## src/hdl/xtea_pkg.sv

```systemverilog
`default_nettype none

package xtea_pkg;

    // word widths and key size
    localparam int unsigned WORD_W    = 32;
    localparam int unsigned KEY_WORDS = 4;
    localparam int unsigned KEY_IDX_W = 2;

    // round constant added to the running sum once per round
    localparam logic [WORD_W-1:0] XTEA_DELTA = 32'h9E37_79B9;

    // operation codes
    localparam logic OP_ENCRYPT = 1'b0;
    localparam logic OP_DECRYPT = 1'b1;

    typedef logic [WORD_W-1:0] t_word;
    typedef t_word [KEY_WORDS-1:0] t_key_set;

    // one block traveling down the round pipeline
    typedef struct packed {
        logic  valid;
        logic  op;
        t_word first;
        t_word second;
    } t_stage;

    // finished block on its way to the output
    typedef struct packed {
        t_word first;
        t_word second;
    } t_res;

endpackage : xtea_pkg

`default_nettype wire

```

## src/hdl/xtea_out_if.sv

```systemverilog
`default_nettype none

interface xtea_out_if;

    logic                       valid;
    logic                       ready;
    logic [xtea_pkg::WORD_W-1:0] out_first;
    logic [xtea_pkg::WORD_W-1:0] out_second;

    modport source (output valid, output out_first, output out_second, input ready);
    modport sink   (input valid, input out_first, input out_second, output ready);

endinterface : xtea_out_if

`default_nettype wire

```

## src/hdl/xtea_skid.sv

```systemverilog
`default_nettype none

module xtea_skid (
    input  wire logic           i_clk,
    input  wire logic           i_rst_n,
    input  wire logic           i_valid,
    input  wire xtea_pkg::t_res i_res,
    output logic                o_ready,
    xtea_out_if.source          o_out_ch
);
    import xtea_pkg::*;

    logic r_out_valid;
    t_res r_out_res;
    logic r_skid_valid;
    t_res r_skid_res;
    logic out_free;

    assign out_free = o_out_ch.ready || !r_out_valid;
    assign o_ready  = !r_skid_valid;

    // output register and one spare slot behind it
    always_ff @(posedge i_clk) begin
        if (!i_rst_n) begin
            r_out_valid  <= 1'b0;
            r_skid_valid <= 1'b0;
        end else if (out_free) begin
            if (r_skid_valid) begin
                r_out_valid  <= 1'b1;
                r_skid_valid <= 1'b0;
            end else begin
                r_out_valid <= i_valid;
            end
        end else if (i_valid && !r_skid_valid) begin
            r_skid_valid <= 1'b1;
        end
    end

    // payload
    always_ff @(posedge i_clk) begin
        if (out_free) begin
            r_out_res <= r_skid_valid ? r_skid_res : i_res;
        end else if (i_valid && !r_skid_valid) begin
            r_skid_res <= i_res;
        end
    end

    assign o_out_ch.valid      = r_out_valid;
    assign o_out_ch.out_first  = r_out_res.first;
    assign o_out_ch.out_second = r_out_res.second;

endmodule : xtea_skid

`default_nettype wire
```

## src/flat_wrapper.sv

```systemverilog
// flat-port wrapper written by rule: the top's interface ports become plain ports
module xtea_skid_flat import xtea_pkg::*;
  (i_clk, i_rst_n, i_valid, i_res, o_ready, o_out_ch_valid, o_out_ch_out_first, o_out_ch_out_second, o_out_ch_ready);
  xtea_out_if o_out_ch_i ();
  input  wire logic i_clk;
  input  wire logic i_rst_n;
  input  wire logic i_valid;
  input  wire xtea_pkg::t_res i_res;
  output logic o_ready;
  output wire logic [$bits(o_out_ch_i.valid)-1:0] o_out_ch_valid;
  output wire logic [$bits(o_out_ch_i.out_first)-1:0] o_out_ch_out_first;
  output wire logic [$bits(o_out_ch_i.out_second)-1:0] o_out_ch_out_second;
  input wire logic [$bits(o_out_ch_i.ready)-1:0] o_out_ch_ready;
  assign o_out_ch_valid = o_out_ch_i.valid;
  assign o_out_ch_out_first = o_out_ch_i.out_first;
  assign o_out_ch_out_second = o_out_ch_i.out_second;
  assign o_out_ch_i.ready = o_out_ch_ready;
  xtea_skid u_core (.i_clk(i_clk), .i_rst_n(i_rst_n), .i_valid(i_valid), .i_res(i_res), .o_ready(o_ready), .o_out_ch(o_out_ch_i));
endmodule
```

## config.mk

```make
export PLATFORM = sky130hd
export DESIGN_NAME = xtea_skid_flat
export DESIGN_NICKNAME = d
export VERILOG_FILES = /design/src/hdl/xtea_pkg.sv /design/src/hdl/xtea_out_if.sv /design/src/hdl/xtea_skid.sv /design/src/flat_wrapper.sv
export SDC_FILE = /design/constraint.sdc
export NUM_CORES = 1
export LEC_CHECK = 0
export ABC_AREA = 1
export BUFFER_PORTS_ARGS = -buffer_cell sky130_fd_sc_hd__buf_4
export CAP_MARGIN = 5
export CELL_PAD_IN_SITES_DETAIL_PLACEMENT = 1
export CELL_PAD_IN_SITES_GLOBAL_PLACEMENT = 1
export CORE_ASPECT_RATIO = 0.8
export CORE_MARGIN = 5
export CORE_UTILIZATION = 37
export CTS_CLUSTER_DIAMETER = 200
export DETAILED_ROUTE_END_ITERATION = 10
export GPL_TIMING_DRIVEN = 0
export PLACE_DENSITY_LB_ADDON = 0.1
export SKIP_LAST_GASP = 1
export SLEW_MARGIN = 30
export SYNTH_ARGS = -nofsm -noshare
export SYNTH_HDL_FRONTEND = slang
export SYNTH_SLANG_ARGS = --single-unit
```

## constraint.sdc

```tcl
create_clock -name i_clk -period 5.86 [get_ports i_clk]
set_input_delay 0.879 -clock i_clk [delete_from_list [all_inputs] [get_ports i_clk]]
set_output_delay 0.879 -clock i_clk [all_outputs]
set_load 0.005 [all_outputs]
```

### After elaboration in Yosys (flattened, before gate mapping)

Cells that the tools add are included.
W data, S select, Z words.

| word-level totals | value |
|---|---|
| bits in registers | 130 |
| bits of input ports | 68 |

| cells by class | value |
|---|---|
| mux-type cells | 2 |
| bitwise operators | 2 |
| reductions and logical operators | 6 |

Operators by type and width:

| cell | number |
|---|---|
| $mux W64 | 1 |
| $logic_not A1 Y1 | 2 |
| $not A1 Y1 | 2 |
| $reduce_and A2 Y1 | 1 |
| $reduce_or A2 Y1 | 1 |
| $logic_and A1 B1 Y1 | 1 |
| $logic_or A1 B1 Y1 | 1 |
| $mux W1 | 1 |

### Longest topological paths before layout

Gate-level depths: netlist of run 1.

| depth | value |
|---|---|
| depth in word-level cells | 4 |
| mapped depth | 5 |
| mapped depth without buffers | 3 |

### Worst setup path after synthesis of run 1

No wires, ideal clock.

| timing path | value |
|---|---|
| kind | input port to flip-flop |
| start point | input port o_out_ch_ready |
| end point | register u_core.r_skid_res[0] (netlist name), enable pin |
| arrival time | 5.230 ns |
| data required time | 5.373 ns |
| setup slack | 0.143 ns |
| stages on the path | 3 |
| buffers on the path | 0 |
| path through | inv_1 nand2_1 nor2_1 |

| between the ends | value |
|---|---|
| longest elaborated chain between the ends | 3 |

RTL lines:

| element | RTL line | RTL |
|---|---|---|
| from (decl) | flat_wrapper.sv:13 | `input wire logic [$bits(o_out_ch_i.ready)-1:0] o_out_ch_ready;` |
| $logic_or A1 B1 Y1 | xtea_skid.sv:19 | `assign out_free = o_out_ch.ready \|\| !r_out_valid;` |
| via u_core.out_free | xtea_skid.sv:17 | `logic out_free;` |
| $not A1 Y1 (no line) | - |  |
| $reduce_and A2 Y1 (no line) | - |  |
| to (signal assigned) | xtea_skid.sv:44 | `r_skid_res <= i_res;` |
| to (decl) | xtea_skid.sv:16 | `t_res r_skid_res;` |

The timed path passes the listed nets, and every way through them passes these cells.
A chain may end at the register's enable or synchronous reset.

### Worst setup path after layout of run 1

| timing path | value |
|---|---|
| start point | input port o_out_ch_ready |
| end point | register u_core.r_skid_res[63] (netlist name), enable pin |

The elaborated chain is that of the path after synthesis.

==> impl_metrics.toml, run 1 <==
[finish]
n_antenna_cell = 0
final_cell_mix = "194 x nand2_1, 138 x buf_4, 128 x edfxtp_1, 17 x clkbuf_16, 8 x buf_2"
fillers = 1345
nNetsFinal = 570
multi_input_area_sq_um = 768.2
syn_to_final_growth_pct = 40.56
seqCellArea_sq_um = 3884
layoutNonFillerInstCount = 690
mostFrequentLayoutCell = "nand2_1"
drive_gt1_frac = 0.3553

[floorplan]
dieHeight_microns = 111.1
die_w_microns = 136.4
dieArea_sq_um = 15150
num_rows = 37
ios = 134
start_util = 0.3726
core-area_sq_um = 12680

[timing]
relSlewSlack = 0.5478
rsz0062_at_grt = "false"
finalWorstSetupSlack_ns = 3.473
setup_viol = 0
fin_crit_ns = 2.387
period_share = 0.4074
fin_skew_ns = 0.008533
max_freq_mhz = 418.9
final_max_slew_viol_count = 0
tightest_slew_ns = 0.6767
hold_viol = 0

[route]
wl_per_cell_microns = 15.65
drc = 0
dr.pass1.iters = 4
wirelength_microns = 10800
routed_via_density = 4.451
first_iter_violations = 223
num_vias = 3071
antenna_left = 0

[placed_design]
gp_congestion = 0.7119
dp.cells = 658
hpwl_microns = 7148
dp_slack_ns = 2.980
io_buffers = 133

[setup_path]
path_cells = "buf_4, inv_1, nand2_4, nor2_4, buf_16, buf_8"
end_kind = "flip-flop"
critPathSlowestCell = "nor2_4"
path_class = "in -> reg"
crit_path_start_kind = "primary input"
path_delay_family = "simple AND/OR/NAND/NOR gates"
cpPeakStageDelay_ns = 0.66
critPathArrivalTime_ns = 2.49
path_buf_inv = 4
required_ns = 5.97
crit_fanout = 33

[yosys]
synth-seq-area-share = 0.8218
synth_seq_cells = 130
synth_warnings = 0
yosysTopAreaCell = "edfxtp_1"
synth_cell_type_count = 11
syn-num-nets = 414
syn_inst = 346
synth.avg_cell_area_sq_um = 13.66
syn_area_sq_um = 4726
ys_top_cells_by_area = "edfxtp_1 81%, nand2_1 15%, buf_2 0.85%, dfxtp_1 0.85%, buf_4 0.79%"
yosys.area.top_type_share = 0.8133

[clock_network]
cts_tree = "built"
clockBufferDepth = 2
cts_hold_buf = 0
cts_resized = 0
post-cts-setup-buffers = 0
htreeDepth = 4
cts_sinks = 130
clk_pin_slew_worst_paths_ns = 0.06
clk_latency_ns = 0.40
cts_buffers = 17
root_buffer = "clkbuf_16"

[pwr]
vdd_drop_max_mv = 0.1962
power_per_cell_area_nw_per_um2 = 349.6
p_leak_nw = 2.854

[outcome]
status = "complete, no violations"

[global_routing]
grt-ovfl-total = 0
antenna_found_initial = 0
grt.total_usage = 0.1517
grt_max_degree = 34
grt_pass1_vias = 3312
grt_first_pass_wirelength_microns = 17460

[worst_hold_path]
hold_path_class = "reg -> reg"

[job]
drv_cap = 0
## cells in the mapped netlist
cell type	number
inv_1	1
inv_2	1
nand2_1	195
dfxtp_1	2
buf_2	8
clkbuf_1	1
o21ai_0	1
buf_4	5
nor2_1	3
nand3_1	1
edfxtp_1	128
## flip-flops by register name, summed over array words and instances (netlist names)
register,cells
u_core.r_skid_res,64
u_core.o_out_ch.out_first,32
u_core.o_out_ch.out_second,32
u_core.o_out_ch.valid,1
u_core.r_skid_valid,1
## layout make-up
| cell class | instances | area share |
|---|---|---|
| Sequential cell | 130 | 0.5847 |
| Timing Repair Buffer | 137 | 0.1639 |
| Multi-Input combinational cell | 200 | 0.1157 |
| Clock buffer | 18 | 0.06461 |
| Tap cell | 175 | 0.03296 |
| Clock inverter | 14 | 0.02486 |
| Buffer | 14 | 0.01224 |
| Inverter | 2 | 0.001130 |
## power by group
| part | internal [mW] | switching, mW | total, mW |
|---|---|---|---|
| clock network | 0.666 | 0.394 | 1.06 |
| logic | 0.0905 | 0.0734 | 0.164 |
| registers | 1.08 | 0.0158 | 1.10 |
## worst paths after layout
path	start	to	slack, ns	cells past startpoint
min reg2reg	u_core.r_skid_res[29]	u_core.o_out_ch.out_second[29]	0.51	2
max reg2reg	u_core.o_out_ch.valid	u_core.r_skid_res[63]	3.73	4
min	u_core.r_skid_res[29]	u_core.o_out_ch.out_second[29]	0.51	2
max	o_out_ch_ready	u_core.r_skid_res[63]	3.47	6
## tightest hold or removal path, delay by kind of cell (launching register included)
family / cells / cell delay, ns
flip-flops: 1 / 0.32
AND/OR/NAND/NOR: 2 / 0.10
## cell families after synthesis
group                  synth area share
AO/OA/AOI/OAI                  0.001058
buffers and inverters           0.01880
flip-flops                       0.8218
AND/OR/NAND/NOR                  0.1583
## per-stage QoR
| stage | setup TNS [ns] | util | instance area (sq um) | hold WS [ns] | power, mW |
|---|---|---|---|---|---|
| 3_5_place_dp | 0 | 0.4768 | 6048 | 0.5060 | 1.285 |
| 2_1_floorplan | 0 | - | 4726 | 0.4879 | 1.162 |
| 4_1_cts | 0 | 0.5237 | 6643 | 0.5193 | 2.360 |
| 6_report | 0 | 0.5237 | 6643 | 0.5136 | 2.322 |
| 3_3_place_gp | -175.72 | 0.4685 | 5943 | 0.4983 | 1.278 |
| 5_1_grt | 0 | 0.5237 | 6643 | 0.5381 | 2.427 |
## layer usage
metal  vias to the layer above  wire length, microns  global-route usage  share of wire
met5                         -                     0                   0              0
met1                      1499                  4473              0.1836           0.41
li1                       1487                     -                   -              -
met2                        79                  5564              0.2488           0.52
met4                         0                    68             0.04835         0.0063
met3                         6                   690             0.05944          0.064
Power figures use the tool's default switching activity.
==> run 2, diff against run 1 <==
==> constraint.sdc (replaced) <==
create_clock -name i_clk -period 2.01 [get_ports i_clk]
set_input_delay 0.3015 -clock i_clk [delete_from_list [all_inputs] [get_ports i_clk]]
set_output_delay 0.3015 -clock i_clk [all_outputs]
set_load 0.005 [all_outputs]
==> run 2 against run 1 <==
Effect of this change: sequential power increased to 2.9 times the previous value; critical path type is now reg -> reg; hold slack lost 0.44 ns; largest cell class unchanged; first-iteration DRC count fell by 32%; flip-flop and latch count unchanged; clock skew shrank 0.0014 ns.
==> impl_metrics.toml, run 2 (same netlist as run 1, synthesis figures left out) <==
[outcome]
status = "complete, no violations"

[route]
drt-met1-wl_microns = 4235
routed_via_density = 4.358
num_vias = 3007
detailroute.wirelength.met2_microns = 5403
first_iter_violations = 151
routed.top_layer = "met4"
drc = 0
dr.pass1.iters = 4
antenna_left = 0
dr_wl_met3_microns = 920
wl_per_cell_microns = 15.53
wirelength_microns = 10720

[global_routing]
grt_pass1_vias = 3309
antenna_found_initial = 0
grt_max_degree = 66
grt.total_usage = 0.1530
grt-ovfl-total = 0
grt_first_pass_wirelength_microns = 17170

[worst_hold_path]
hold_path_class = "in -> reg"

[setup_path]
critPathArrivalTime_ns = 1.99
crit_path_start_kind = "flip-flop"
required_ns = 2.13
crit_fanout = 65
path_class = "reg -> reg"
end_kind = "flip-flop"

[clock_network]
cts_buffers = 17
clk_pin_slew_worst_paths_ns = 0.05
cts_resized = 0
post-cts-setup-buffers = 0
clk_latency_ns = 0.42
clockBufferDepth = 2
htreeDepth = 4
root_buffer = "clkbuf_16"
cts_sinks = 130
cts_hold_buf = 0
cts_tree = "built"

[pwr]
power_per_cell_area_nw_per_um2 = 980.5
p_leak_nw = 2.842
vdd_drop_max_mv = 0.5556
power_mw = 6.502

[timing]
setup_viol = 0
fin_skew_ns = 0.007131
fin_crit_ns = 1.867
max_freq_mhz = 535.6
rsz0062_at_grt = "false"
relSlewSlack = 0.6386
tightest_slew_ns = 0.5407
hold_viol = 0
finalWorstSetupSlack_ns = 0.1430
period_share = 0.9288
final_max_slew_viol_count = 0

[placed_design]
dp_slack_ns = -0.04051
place_area_sq_um = 6082
dp.cells = 658
gp_congestion = 0.7506
io_buffers = 133
hpwl_microns = 7275

[floorplan]
dieHeight_microns = 111.1
core-area_sq_um = 12680
num_rows = 37
start_util = 0.3726
ios = 134
dieArea_sq_um = 15150
die_w_microns = 136.4

[finish]
syn_to_final_growth_pct = 40.32
layoutNonFillerInstCount = 690
regMostFlops = "u_core.r_skid_res"
fin_area_sq_um = 6631
mostFrequentLayoutCell = "nand2_1"
nNetsFinal = 570
largest_reg_flops = 64
final_cell_mix = "194 x nand2_1, 138 x buf_4, 128 x edfxtp_1, 17 x clkbuf_16, 8 x buf_2"
drive_gt1_frac = 0.3534
n_antenna_cell = 0

[job]
drv_cap = 0
-- run 2: power breakdown --
part / internal, mW / switching (mW)
Combinational: 0.267 / 0.218
Clock: 1.77 / 1.05
Sequential: 3.16 / 0.0457
-- run 2: worst paths after layout --
kind / from / end / slack, ns / cells past startpoint
min: i_res[31] / u_core.r_skid_res[31] / 0.07 / 1
min reg2reg: u_core.r_skid_res[39] / u_core.o_out_ch.out_first[7] / 0.52 / 2
max: u_core.o_out_ch.valid / u_core.r_skid_res[53] / 0.14 / 4
max reg2reg: u_core.o_out_ch.valid / u_core.r_skid_res[53] / 0.14 / 4
-- run 2: metrics by stage --
stage,setup TNS [ns],util,hold slack [ns]
floorplan,-4.074,-,0.4004
global placement,-60.16,0.4708,0.4893
detailed placement,-1.110,0.4795,0.4911
CTS,0,0.5228,0.04094
global route,0,0.5228,0.04154
finish,0,0.5228,0.07006
-- run 2: layer usage --
metal	vias to the layer above	global-route usage
met5	-	0
met4	0	0.07052
met3	10	0.07033
met2	84	0.2408
met1	1431	0.1776
li1	1482	-
-- run 2: final cells by class --
cell class / count / area (sq um)
fill: 1365 / 6053
sequential: 130 / 3885
timing repair buffer: 137 / 1109
multi-input combinational: 200 / 777.0
clock buffer: 28 / 526.8
tap: 175 / 219.0
buffer: 14 / 81.33
clock inverter: 4 / 22.52
inverter: 2 / 11.26
-- run 2: worst max-delay path, cell delays in order, from the launching register on --
cell and delay [ns]:
dfxtp_2 0.39, nand2_8 0.34, nor2_4 0.46, buf_16 0.21
buf_16 0.15
