## config.mk

```make
export PLATFORM = sky130hd
export DESIGN_NAME = xtea_half
export DESIGN_NICKNAME = d
export VERILOG_FILES = /design/src/hdl/xtea_pkg.sv /design/src/hdl/xtea_half.sv
export SDC_FILE = /design/constraint.sdc
export NUM_CORES = 1
export LEC_CHECK = 0
export ABC_CLOCK_PERIOD_IN_PS = 14200
export BUFFER_PORTS_ARGS = -buffer_cell sky130_fd_sc_hd__buf_4
export CORE_MARGIN = 2
export CORE_UTILIZATION = 55
export DETAILED_ROUTE_END_ITERATION = 8
export PLACE_DENSITY = 0.85
export SYNTH_ARGS = -nofsm -noshare
export SYNTH_HDL_FRONTEND = slang
export SYNTH_SLANG_ARGS = --single-unit
```

## constraint.sdc

```tcl
create_clock -name i_clk -period 14.2 [get_ports i_clk]
set_input_delay 1.42 -clock i_clk [delete_from_list [all_inputs] [get_ports i_clk]]
set_output_delay 1.42 -clock i_clk [all_outputs]
set_load 0.03 [all_outputs]
```

## src/hdl/xtea_pkg.sv

```systemverilog
`default_nettype none

package xtea_pkg;

    // word widths and key size
    localparam int unsigned WORD_W    = 32;
    localparam int unsigned KEY_WORDS = 4;
    localparam int unsigned KEY_IDX_W = 2;

    // round constant added to the running sum once per round
    localparam logic [WORD_W-1:0] XTEA_DELTA = 32'h9E37_79B9;

    // operation codes
    localparam logic OP_ENCRYPT = 1'b0;
    localparam logic OP_DECRYPT = 1'b1;

    typedef logic [WORD_W-1:0] t_word;
    typedef t_word [KEY_WORDS-1:0] t_key_set;

    // one block traveling down the round pipeline
    typedef struct packed {
        logic  valid;
        logic  op;
        t_word first;
        t_word second;
    } t_stage;

    // finished block on its way to the output
    typedef struct packed {
        t_word first;
        t_word second;
    } t_res;

endpackage : xtea_pkg

`default_nettype wire

```

## src/hdl/xtea_half.sv

```systemverilog
`default_nettype none

module xtea_half #(
    parameter logic [31:0] SUM_ENC = 32'h0,
    parameter logic [31:0] SUM_DEC = 32'h0,
    parameter bit          HALF    = 1'b0
) (
    input  wire logic               i_clk,
    input  wire logic               i_rst_n,
    input  wire logic               i_en,
    input  wire xtea_pkg::t_key_set i_key,
    input  wire xtea_pkg::t_stage   i_stage,
    output xtea_pkg::t_stage        o_stage
);
    import xtea_pkg::*;

    // key word picked by the sum: low bits on one half, bits 12:11 on the other
    localparam logic [KEY_IDX_W-1:0] KI_ENC = HALF ? SUM_ENC[12:11] : SUM_ENC[1:0];
    localparam logic [KEY_IDX_W-1:0] KI_DEC = HALF ? SUM_DEC[1:0]   : SUM_DEC[12:11];

    logic  upd_first;
    logic  is_dec;
    t_word src;
    t_word tgt;
    t_word sum;
    t_word kw;
    t_word mix;
    t_word res;
    t_word n_first;
    t_word n_second;

    logic  r_valid;
    logic  r_op;
    t_word r_first;
    t_word r_second;

    // half round: encrypt adds into one word, decrypt undoes it in reverse order
    always_comb begin
        is_dec    = (i_stage.op == OP_DECRYPT);
        upd_first = (i_stage.op == HALF);
        src       = upd_first ? i_stage.second : i_stage.first;
        tgt       = upd_first ? i_stage.first  : i_stage.second;
        sum       = is_dec ? SUM_DEC : SUM_ENC;
        kw        = is_dec ? i_key[KI_DEC] : i_key[KI_ENC];
        mix       = (((src << 4) ^ (src >> 5)) + src) ^ (sum + kw);
        res       = is_dec ? (tgt - mix) : (tgt + mix);
        n_first   = upd_first ? res : i_stage.first;
        n_second  = upd_first ? i_stage.second : res;
    end

    // valid bit
    always_ff @(posedge i_clk) begin
        if (!i_rst_n) begin
            r_valid <= 1'b0;
        end else if (i_en) begin
            r_valid <= i_stage.valid;
        end
    end

    // payload
    always_ff @(posedge i_clk) begin
        if (i_en) begin
            r_op     <= i_stage.op;
            r_first  <= n_first;
            r_second <= n_second;
        end
    end

    assign o_stage = '{valid: r_valid, op: r_op, first: r_first, second: r_second};

endmodule : xtea_half

`default_nettype wire

```

# Word level (Yosys, flattened, before mapping)
# Cells that the tools add are included.
[totals]
elab_cells = 14
out_inout_bits = 66
regBits = 66
[classes]
add_sub_neg = 3
n_mux = 5
bitwise = 2
[op_table]
columns = ["operator", "count"]
rows = [
  ["$mux W32", 5],
  ["$add A32 B32 Y32", 2],
  ["$sub A32 B32 Y32", 1],
  ["$xor A32 B27 Y32", 1],
  ["$xor A32 B32 Y32", 1],
]

# Depth between registers and ports, before layout
# Gate-level depths: netlist of run 1.
[logic_depth]
ltp_word = 7
mapped_depth = 31
mapped_depth_nobuf = 27

# Worst setup path before layout of run 1
# Ideal clock, no wire load.
[synth_timing]
path_type = "input to register"
from = "input i_stage[64] (netlist name)"
to = "register r_first[31], data pin"
path_buffers = 3
path_slack_ns = 6.804
setup_time_ns = 0.268
t_required_ns = 13.932
arrival_ns = 7.128
cell_stages = 26
cell_sequence = "clkbuf_1 > clkbuf_1 > clkbuf_1 > mux2_2 > ha_1 > a21oi_1 > a21oi_1 > o211ai_1 > a21boi_4 > a41oi_1 > mux2i_1 > nor2b_1 > a21oi_1 > xnor2_1 > ha_1 > a2111o_1 > a31o_2 > a21boi_1 > o21a_1 > o31ai_1 > a311oi_1 > o21ai_0 > a21oi_1 > xnor2_1 > and4_1 > o31ai_2"
[synth_between]
elab_chain_len = 7
elab_cells_between_ends = 9
classes_between = "add/sub: 3; mux: 4; bitwise: 2"
[synth_lines]
columns = ["item", "line_no", "rtl"]
rows = [
  ["start: declaration", "xtea_half.sv:12", "input wire xtea_pkg::t_stage i_stage,"],
  ["$mux W32", "xtea_half.sv:41", "src = upd_first ? i_stage.second : i_stage.first;"],
  ["$xor A32 B27 Y32", "xtea_half.sv:45", "mix = (((src << 4) ^ (src >> 5)) + src) ^ (sum + kw);"],
  ["$add A32 B32 Y32", "xtea_half.sv:45", ""],
  ["$xor A32 B32 Y32", "xtea_half.sv:45", ""],
  ["$add A32 B32 Y32 or $sub A32 B32 Y32 (tied branches)", "xtea_half.sv:46", "res = is_dec ? (tgt - mix) : (tgt + mix);"],
  ["$mux W32", "xtea_half.sv:46", ""],
  ["$mux W32 *", "xtea_half.sv:47", "n_first = upd_first ? res : i_stage.first;"],
  ["named net n_first[31]", "xtea_half.sv:29", "t_word n_first;"],
  ["end signal: assignment", "xtea_half.sv:64", "r_first <= n_first;"],
  ["end: declaration", "xtea_half.sv:34", "t_word r_first;"],
]
# The timed path passes the listed nets; every way through them passes the cells marked *.
# A chain may end at the register's enable or synchronous reset.

# Worst setup path after layout of run 1
# Same ends and word-level chain as after synthesis.

==> summary.txt, run 1 <==
core area = 0.0146 mm2
HP Class = reg -> reg
Max H-tree Level = 3
Layout area overhead = 19.2%
clk root buf = clkbuf_16
CTS Sinks = 66
vias per cell = 5.96
total CTS buffers = 9
share of cells above drive strength 1 = 21.7%
gpl congestion = 0.932
syn_nets = 1244
CTS tree = yes
Yosys top cell area share = 23.7%
die width = 126 um
slowest CP cell = buf_4
1st-pass router iterations = 5
Synth top cells by count = 164 x nand2_1, 101 x xnor2_1, 75 x a21oi_1
Power Density = 180 mW/mm2
Worst path max stage delay = 0.69 ns
I/O Buffers = 166
die area = 0.0160 mm2
Max IR drop VDD = 0.0000739 V
CP startpoint kind = input port
Synth warnings = 0
Post-synth EDFFs = 65
n_diodes = 0
GRT Util Overall = 27.5%
post-synth top area cell = edfxtp_1
Worst Tran Pin Value = 0.866 ns
Crit Path Category = in -> reg
DIE HEIGHT = 126 um
DP HPWL = 18.0 mm
grt met1 use = 41.0%
Core Rows = 44
Remaining DRCs = 0
worst path bufs/invs = 2
Clk Latency, worst-skew pair = 0.32 ns
Peak Freq = 0.113 GHz
Initial Utilization = 56.5%
Tmin final = 8.83 ns
Tcrit/Tclk final = 62.2%
fin. max-slew vios = 0
I/O pin cnt = 263
initial antenna violation count = 0
Final Core Density = 67.4%
final setup fails = 0
CTS clk-pin slew, worst paths = 0.06 ns
relative slew slack = 42.3%
largest net degree at the start of global routing = 80
post-synthesis register bit count = 66
DRT iter0 DRCs = 762
Post-layout nets = 1381
setup_tns = 0 ns
most frequent CP cell = xnor2_1
syn avg cell area = 8.42 um2
# Max-Cap Violations = 0
FILL cells = 1230
Routed WL per cell = 17.3 um
Pleak = 4.42 nW
register area share after synthesis = 23.9%
post-detailed-route count of antenna-violating nets = 0
post-CTS setup buffer count = 0
status = completed
CP Max Fanout = 79
Netlist cell types = 78
WL final = 22.6 mm
CP top delay family = compound AO/OA/AOI/OAI gates
first-pass GRT wire length = 35.7 mm
M3 GR Usage = 4.05%
Post-CTS Hold Buffers = 0
top-count cell post-synth = nand2_1
cts repair resizes = 0
WP data required = 14.26 ns
via count = 7766
global route hottest layer = met2
critical path arrival = 8.89 ns
clk buf depth = 2
Cell Area, Synth = 0.00825 mm2
Layout Skew = 0 ns
Congestion Overflow GR = 0
number of global-route vias before repair = 7124
dpl cell area = 0.00957 mm2
nature of the critical path endpoint = flip-flop
GR Layer Usage met2 = 42.2%
fraction of registers with async set/reset = 0%
Main synth FF type = edfxtp_1
Post-Synthesis Cells = 979
Final Cell Area = 0.00983 mm2
Synth area leaders = edfxtp_1 24%, xnor2_1 11%, ha_1 10%
final hold vios = 0
RSZ-0062 raised after global routing = false
==> cell type report <==
type | count | area (um2) | area share [%]
clock buffer | 9 | 225 | 2.29
multi-input combinational | 843 | 6000 | 61.1
clock inverter | 6 | 35.0 | 0.356
inverter | 28 | 105 | 1.07
sequential | 66 | 1970 | 20.1
tap | 184 | 230 | 2.34
timing repair buffer | 168 | 1260 | 12.8
==> power by group <==
part	internal (W)	total, W	leakage, nW	switching (W)
logic	0.000504	0.00124	3.65	0.000739
clock network	0.000116	0.000200	0.127	0.0000841
registers	0.000309	0.000328	0.642	0.0000190
==> cells in the final DEF, fill, tap and decap left out, types with 15 or more instances in the layout <==
cell type	n
a21oi_1	75
inv_1	27
nor2_1	51
a21o_1	39
xnor2_1	101
ha_1	66
mux2_2	32
edfxtp_1	65
and2_1	15
buf_4	168
nor2b_1	17
o21ai_0	37
nand3_1	16
nand2_1	164
xor2_1	42
==> worst min-delay path: stages, from the launching register on <==
cell     delay [ns]
dfxtp_1        0.32
mux2i_1        0.13
nor2b_1        0.06
==> stage by stage <==
stage               power, W  hold WS, ns  std cells  setup slack, ns
floorplan            0.00125        0.484        979             6.80
global placement     0.00152        0.512       1289             5.40
detailed placement   0.00155        0.557       1289             5.24
CTS                  0.00176        0.565       1304             5.57
global route         0.00190        0.593       1304             4.79
finish               0.00177        0.555       1304             5.37
==> state kept, by name, indices dropped and copies added, names as in the netlist <==
signal	count
r_op	1
r_second	32
r_first	32
r_valid	1
==> cells by family (layout without fill, tap and decap cells) <==
| logic type | Yosys count | in the layout | share of synthesized area, % |
|---|---|---|---|
| AO/OA/AOI/OAI | 258 | 258 | 21.6 |
| multiplexers | 38 | 38 | 5.10 |
| flip-flops | 66 | 66 | 23.9 |
| AND/OR/NAND/NOR | 330 | 330 | 18.8 |
| buffers and inverters | 70 | 211 | 3.32 |
| XOR/XNOR | 149 | 149 | 16.9 |
| adder cells (fa/ha/maj) | 68 | 68 | 10.5 |
==> layer usage <==
metal  routed length (um)  part of all wire, %  up-vias
met1                10600                   47     3567
met3                 1900                  8.4       40
met5                    0                    0        -
met4                  456                  2.0        0
li1                     -                    -     3802
met2                 9660                   43      357
==> worst paths after layout <==
check | start | end | cells past startpoint | slack, ns
setup / recovery | i_stage[64] | r_first[31]$_DFFE_PP_ | 26 | 5.37
hold / removal | r_valid$_SDFFE_PN0P_ | r_valid$_SDFFE_PN0P_ | 2 | 0.55
setup reg to reg | r_valid$_SDFFE_PN0P_ | r_valid$_SDFFE_PN0P_ | 2 | 13.57
hold reg to reg | r_valid$_SDFFE_PN0P_ | r_valid$_SDFFE_PN0P_ | 2 | 0.55
Power figures use the tool's default switching activity.
==> run 2, diff against run 1 <==
Settings changed: ABC_CLOCK_PERIOD_IN_PS 14200 to 8200, CORE_UTILIZATION 55 to 53, PLACE_DENSITY 0.85 to 0.83.
Clock period 14.2 ns to 8.2 ns, I/O delays scaled along.
==> summary.txt, run 2 (synthesized netlist as in run 1, its figures left out) <==
clk root buf = clkbuf_16
FF+latch area = 0.00197 mm2 (unchanged)
setup_tns = 0 ns (unchanged)
nature of the critical path endpoint = flip-flop
Remaining DRCs = 0 (unchanged)
slowest CP cell = inv_2
Internal Power = 0.00171 W (+84%)
CP top delay family = compound AO/OA/AOI/OAI gates
vias per cell = 5.94 (-0.30%)
I/O Buffers = 166 (unchanged)
post-CTS setup buffer count = 0 (unchanged)
critical path arrival = 7.34 ns (-1.55 ns)
core area = 0.0152 mm2 (+4.2%)
sw power = 0.00147 W (+75%)
Worst Tran Pin Value = 0.867 ns (+0.000930 ns)
share of cells above drive strength 1 = 22.0% (+0.33 points)
most frequent cells in the layout = 173 x buf_4, 164 x nand2_1, 101 x xnor2_1
Final Cell Area = 0.00996 mm2 (+1.3%)
I/O pin cnt = 263 (unchanged)
1st-pass router iterations = 5 (unchanged)
multi-input logic area = 0.00600 mm2 (unchanged)
final hold vios = 0 (unchanged)
Post-CTS Hold Buffers = 0 (unchanged)
Crit Path Category = in -> reg
final setup fails = 0 (unchanged)
CTS tree = yes
number of global-route vias before repair = 7310 (+2.6%)
Initial Utilization = 54.3% (-2.3 points)
Congestion Overflow GR = 0 (unchanged)
DP HPWL = 18.6 mm (+3.2%)
Layout Skew = 0 ns (unchanged)
die area = 0.0166 mm2 (+3.7%)
Tmin final = 7.26 ns
Max IR drop VDD = 0.000123 V (+66%)
WP data required = 8.28 ns (-5.98 ns)
WL final = 23.0 mm (+1.6%)
via count = 7802 (+0.46%)
Layout area overhead = 20.7%
initial antenna violation count = 0 (unchanged)
die width = 129 um (+1.8%)
most common cell after layout, fill and taps aside = buf_4
gpl congestion = 0.962 (+3.3%)
RSZ-0062 raised after global routing = false
GRT Util Overall = 27.5% (about the same)
Pleak = 4.48 nW (+1.4%)
Peak Freq = 0.138 GHz
FILL cells = 1288 (+4.7%)
CTS Sinks = 66 (unchanged)
Power Density = 319 mW/mm2 (+77%)
CP startpoint kind = input port
Tcrit/Tclk final = 88.6%
Post-layout nets = 1386 (+0.36%)
dpl cell area = 0.00961 mm2 (+0.44%)
Switching Fraction = 46.3% (-1.2 points)
post-detailed-route count of antenna-violating nets = 0 (unchanged)
total CTS buffers = 9 (unchanged)
top flop regs = r_first (32), r_second (32)
Reg power frac = 17.9% (-0.6 points)
clock power share = 14.2% (+2.9 points)
fin. max-slew vios = 0 (unchanged)
largest net degree at the start of global routing = 67 (-16%)
DRT iter0 DRCs = 681 (-11%)
HP Class = reg -> reg
CTS clk-pin slew, worst paths = 0.06 ns (about the same)
cts repair resizes = 0 (unchanged)
relative slew slack = 42.2% (-0.062 points)
Logic pwr share = 67.9% (-2.3 points)
first-pass GRT wire length = 36.0 mm (+1.1%)
# Max-Cap Violations = 0 (unchanged)
status = completed
Max H-tree Level = 3 (unchanged)
Clk Latency, worst-skew pair = 0.33 ns (about the same)
Routed WL per cell = 17.5 um (+0.80%)
DIE HEIGHT = 129 um (+1.8%)
Core Rows = 45 (+2.3%)
Worst path max stage delay = 0.49 ns (-0.20 ns)
n_diodes = 0 (unchanged)
CP Max Fanout = 36 (-54%)
clk buf depth = 2 (unchanged)
worst path bufs/invs = 2 (unchanged)
[run 2: changes by cell type in the layout (fill, tap and decap cells not counted)]
cell and change:
clkinv_2 -4, bufinv_16 +3, clkbuf_1 +1, clkinv_4 +2, clkinvlp_4 -1, buf_4 +5
[run 2: layout make-up]
type | instances | area share (%)
timing repair buffer | 173 | 13.0
clock inverter | 6 | 1.16
clock buffer | 10 | 2.30
sequential | 66 | 19.8
multi-input combinational | 843 | 60.3
inverter | 28 | 1.06
tap | 188 | 2.36
[run 2: worst paths after layout]
path	from	to	cells past startpoint	slack, ns
worst max register to register	r_valid$_SDFFE_PN0P_	r_valid$_SDFFE_PN0P_	2	7.60
worst min-delay path	r_valid$_SDFFE_PN0P_	r_valid$_SDFFE_PN0P_	2	0.54
worst max-delay path	i_stage[64]	r_first[31]$_DFFE_PP_	26	0.94
worst min register to register	r_valid$_SDFFE_PN0P_	r_valid$_SDFFE_PN0P_	2	0.54
[run 2: tightest hold or removal path: stages (launching register included)]
cell     delay [ns]
dfxtp_1        0.31
mux2i_1        0.12
nor2b_1        0.06
[run 2: through the flow]
step / cells / utilization (%) / hold WS [ns] / worst slack [ns] / total power (W)
floorplan: 979 / - / 0.484 / 1.40 / 0.00217
CTS: 1314 / 65.5 / 0.548 / 1.09 / 0.00316
global route: 1314 / 65.5 / 0.591 / 0.438 / 0.00340
global placement: 1298 / 63.2 / 0.515 / 0.829 / 0.00264
detailed placement: 1298 / 63.2 / 0.541 / 0.776 / 0.00269
finish: 1314 / 65.5 / 0.539 / 0.937 / 0.00318
[run 2: per-layer routing]
| layer | GRT usage, % | vias up | share of wire, % |
|---|---|---|---|
| li1 | - | 3824 | - |
| met1 | 40.6 | 3588 | 47 |
| met2 | 42.7 | 355 | 44 |
| met3 | 3.78 | 35 | 7.9 |
| met4 | 6.39 | 0 | 1.7 |
| met5 | 0 | - | 0 |
[run 2: power by group through the flow]
stage / combinational (W) / clock (W) / sequential (W)
2_1_floorplan: 0.00137 / 0 / 0.000794
3_3_place_gp: 0.00207 / 0 / 0.000571
3_5_place_dp: 0.00211 / 0 / 0.000577
4_1_cts: 0.00213 / 0.000457 / 0.000571
5_1_grt: 0.00235 / 0.000470 / 0.000579
6_report: 0.00216 / 0.000452 / 0.000569
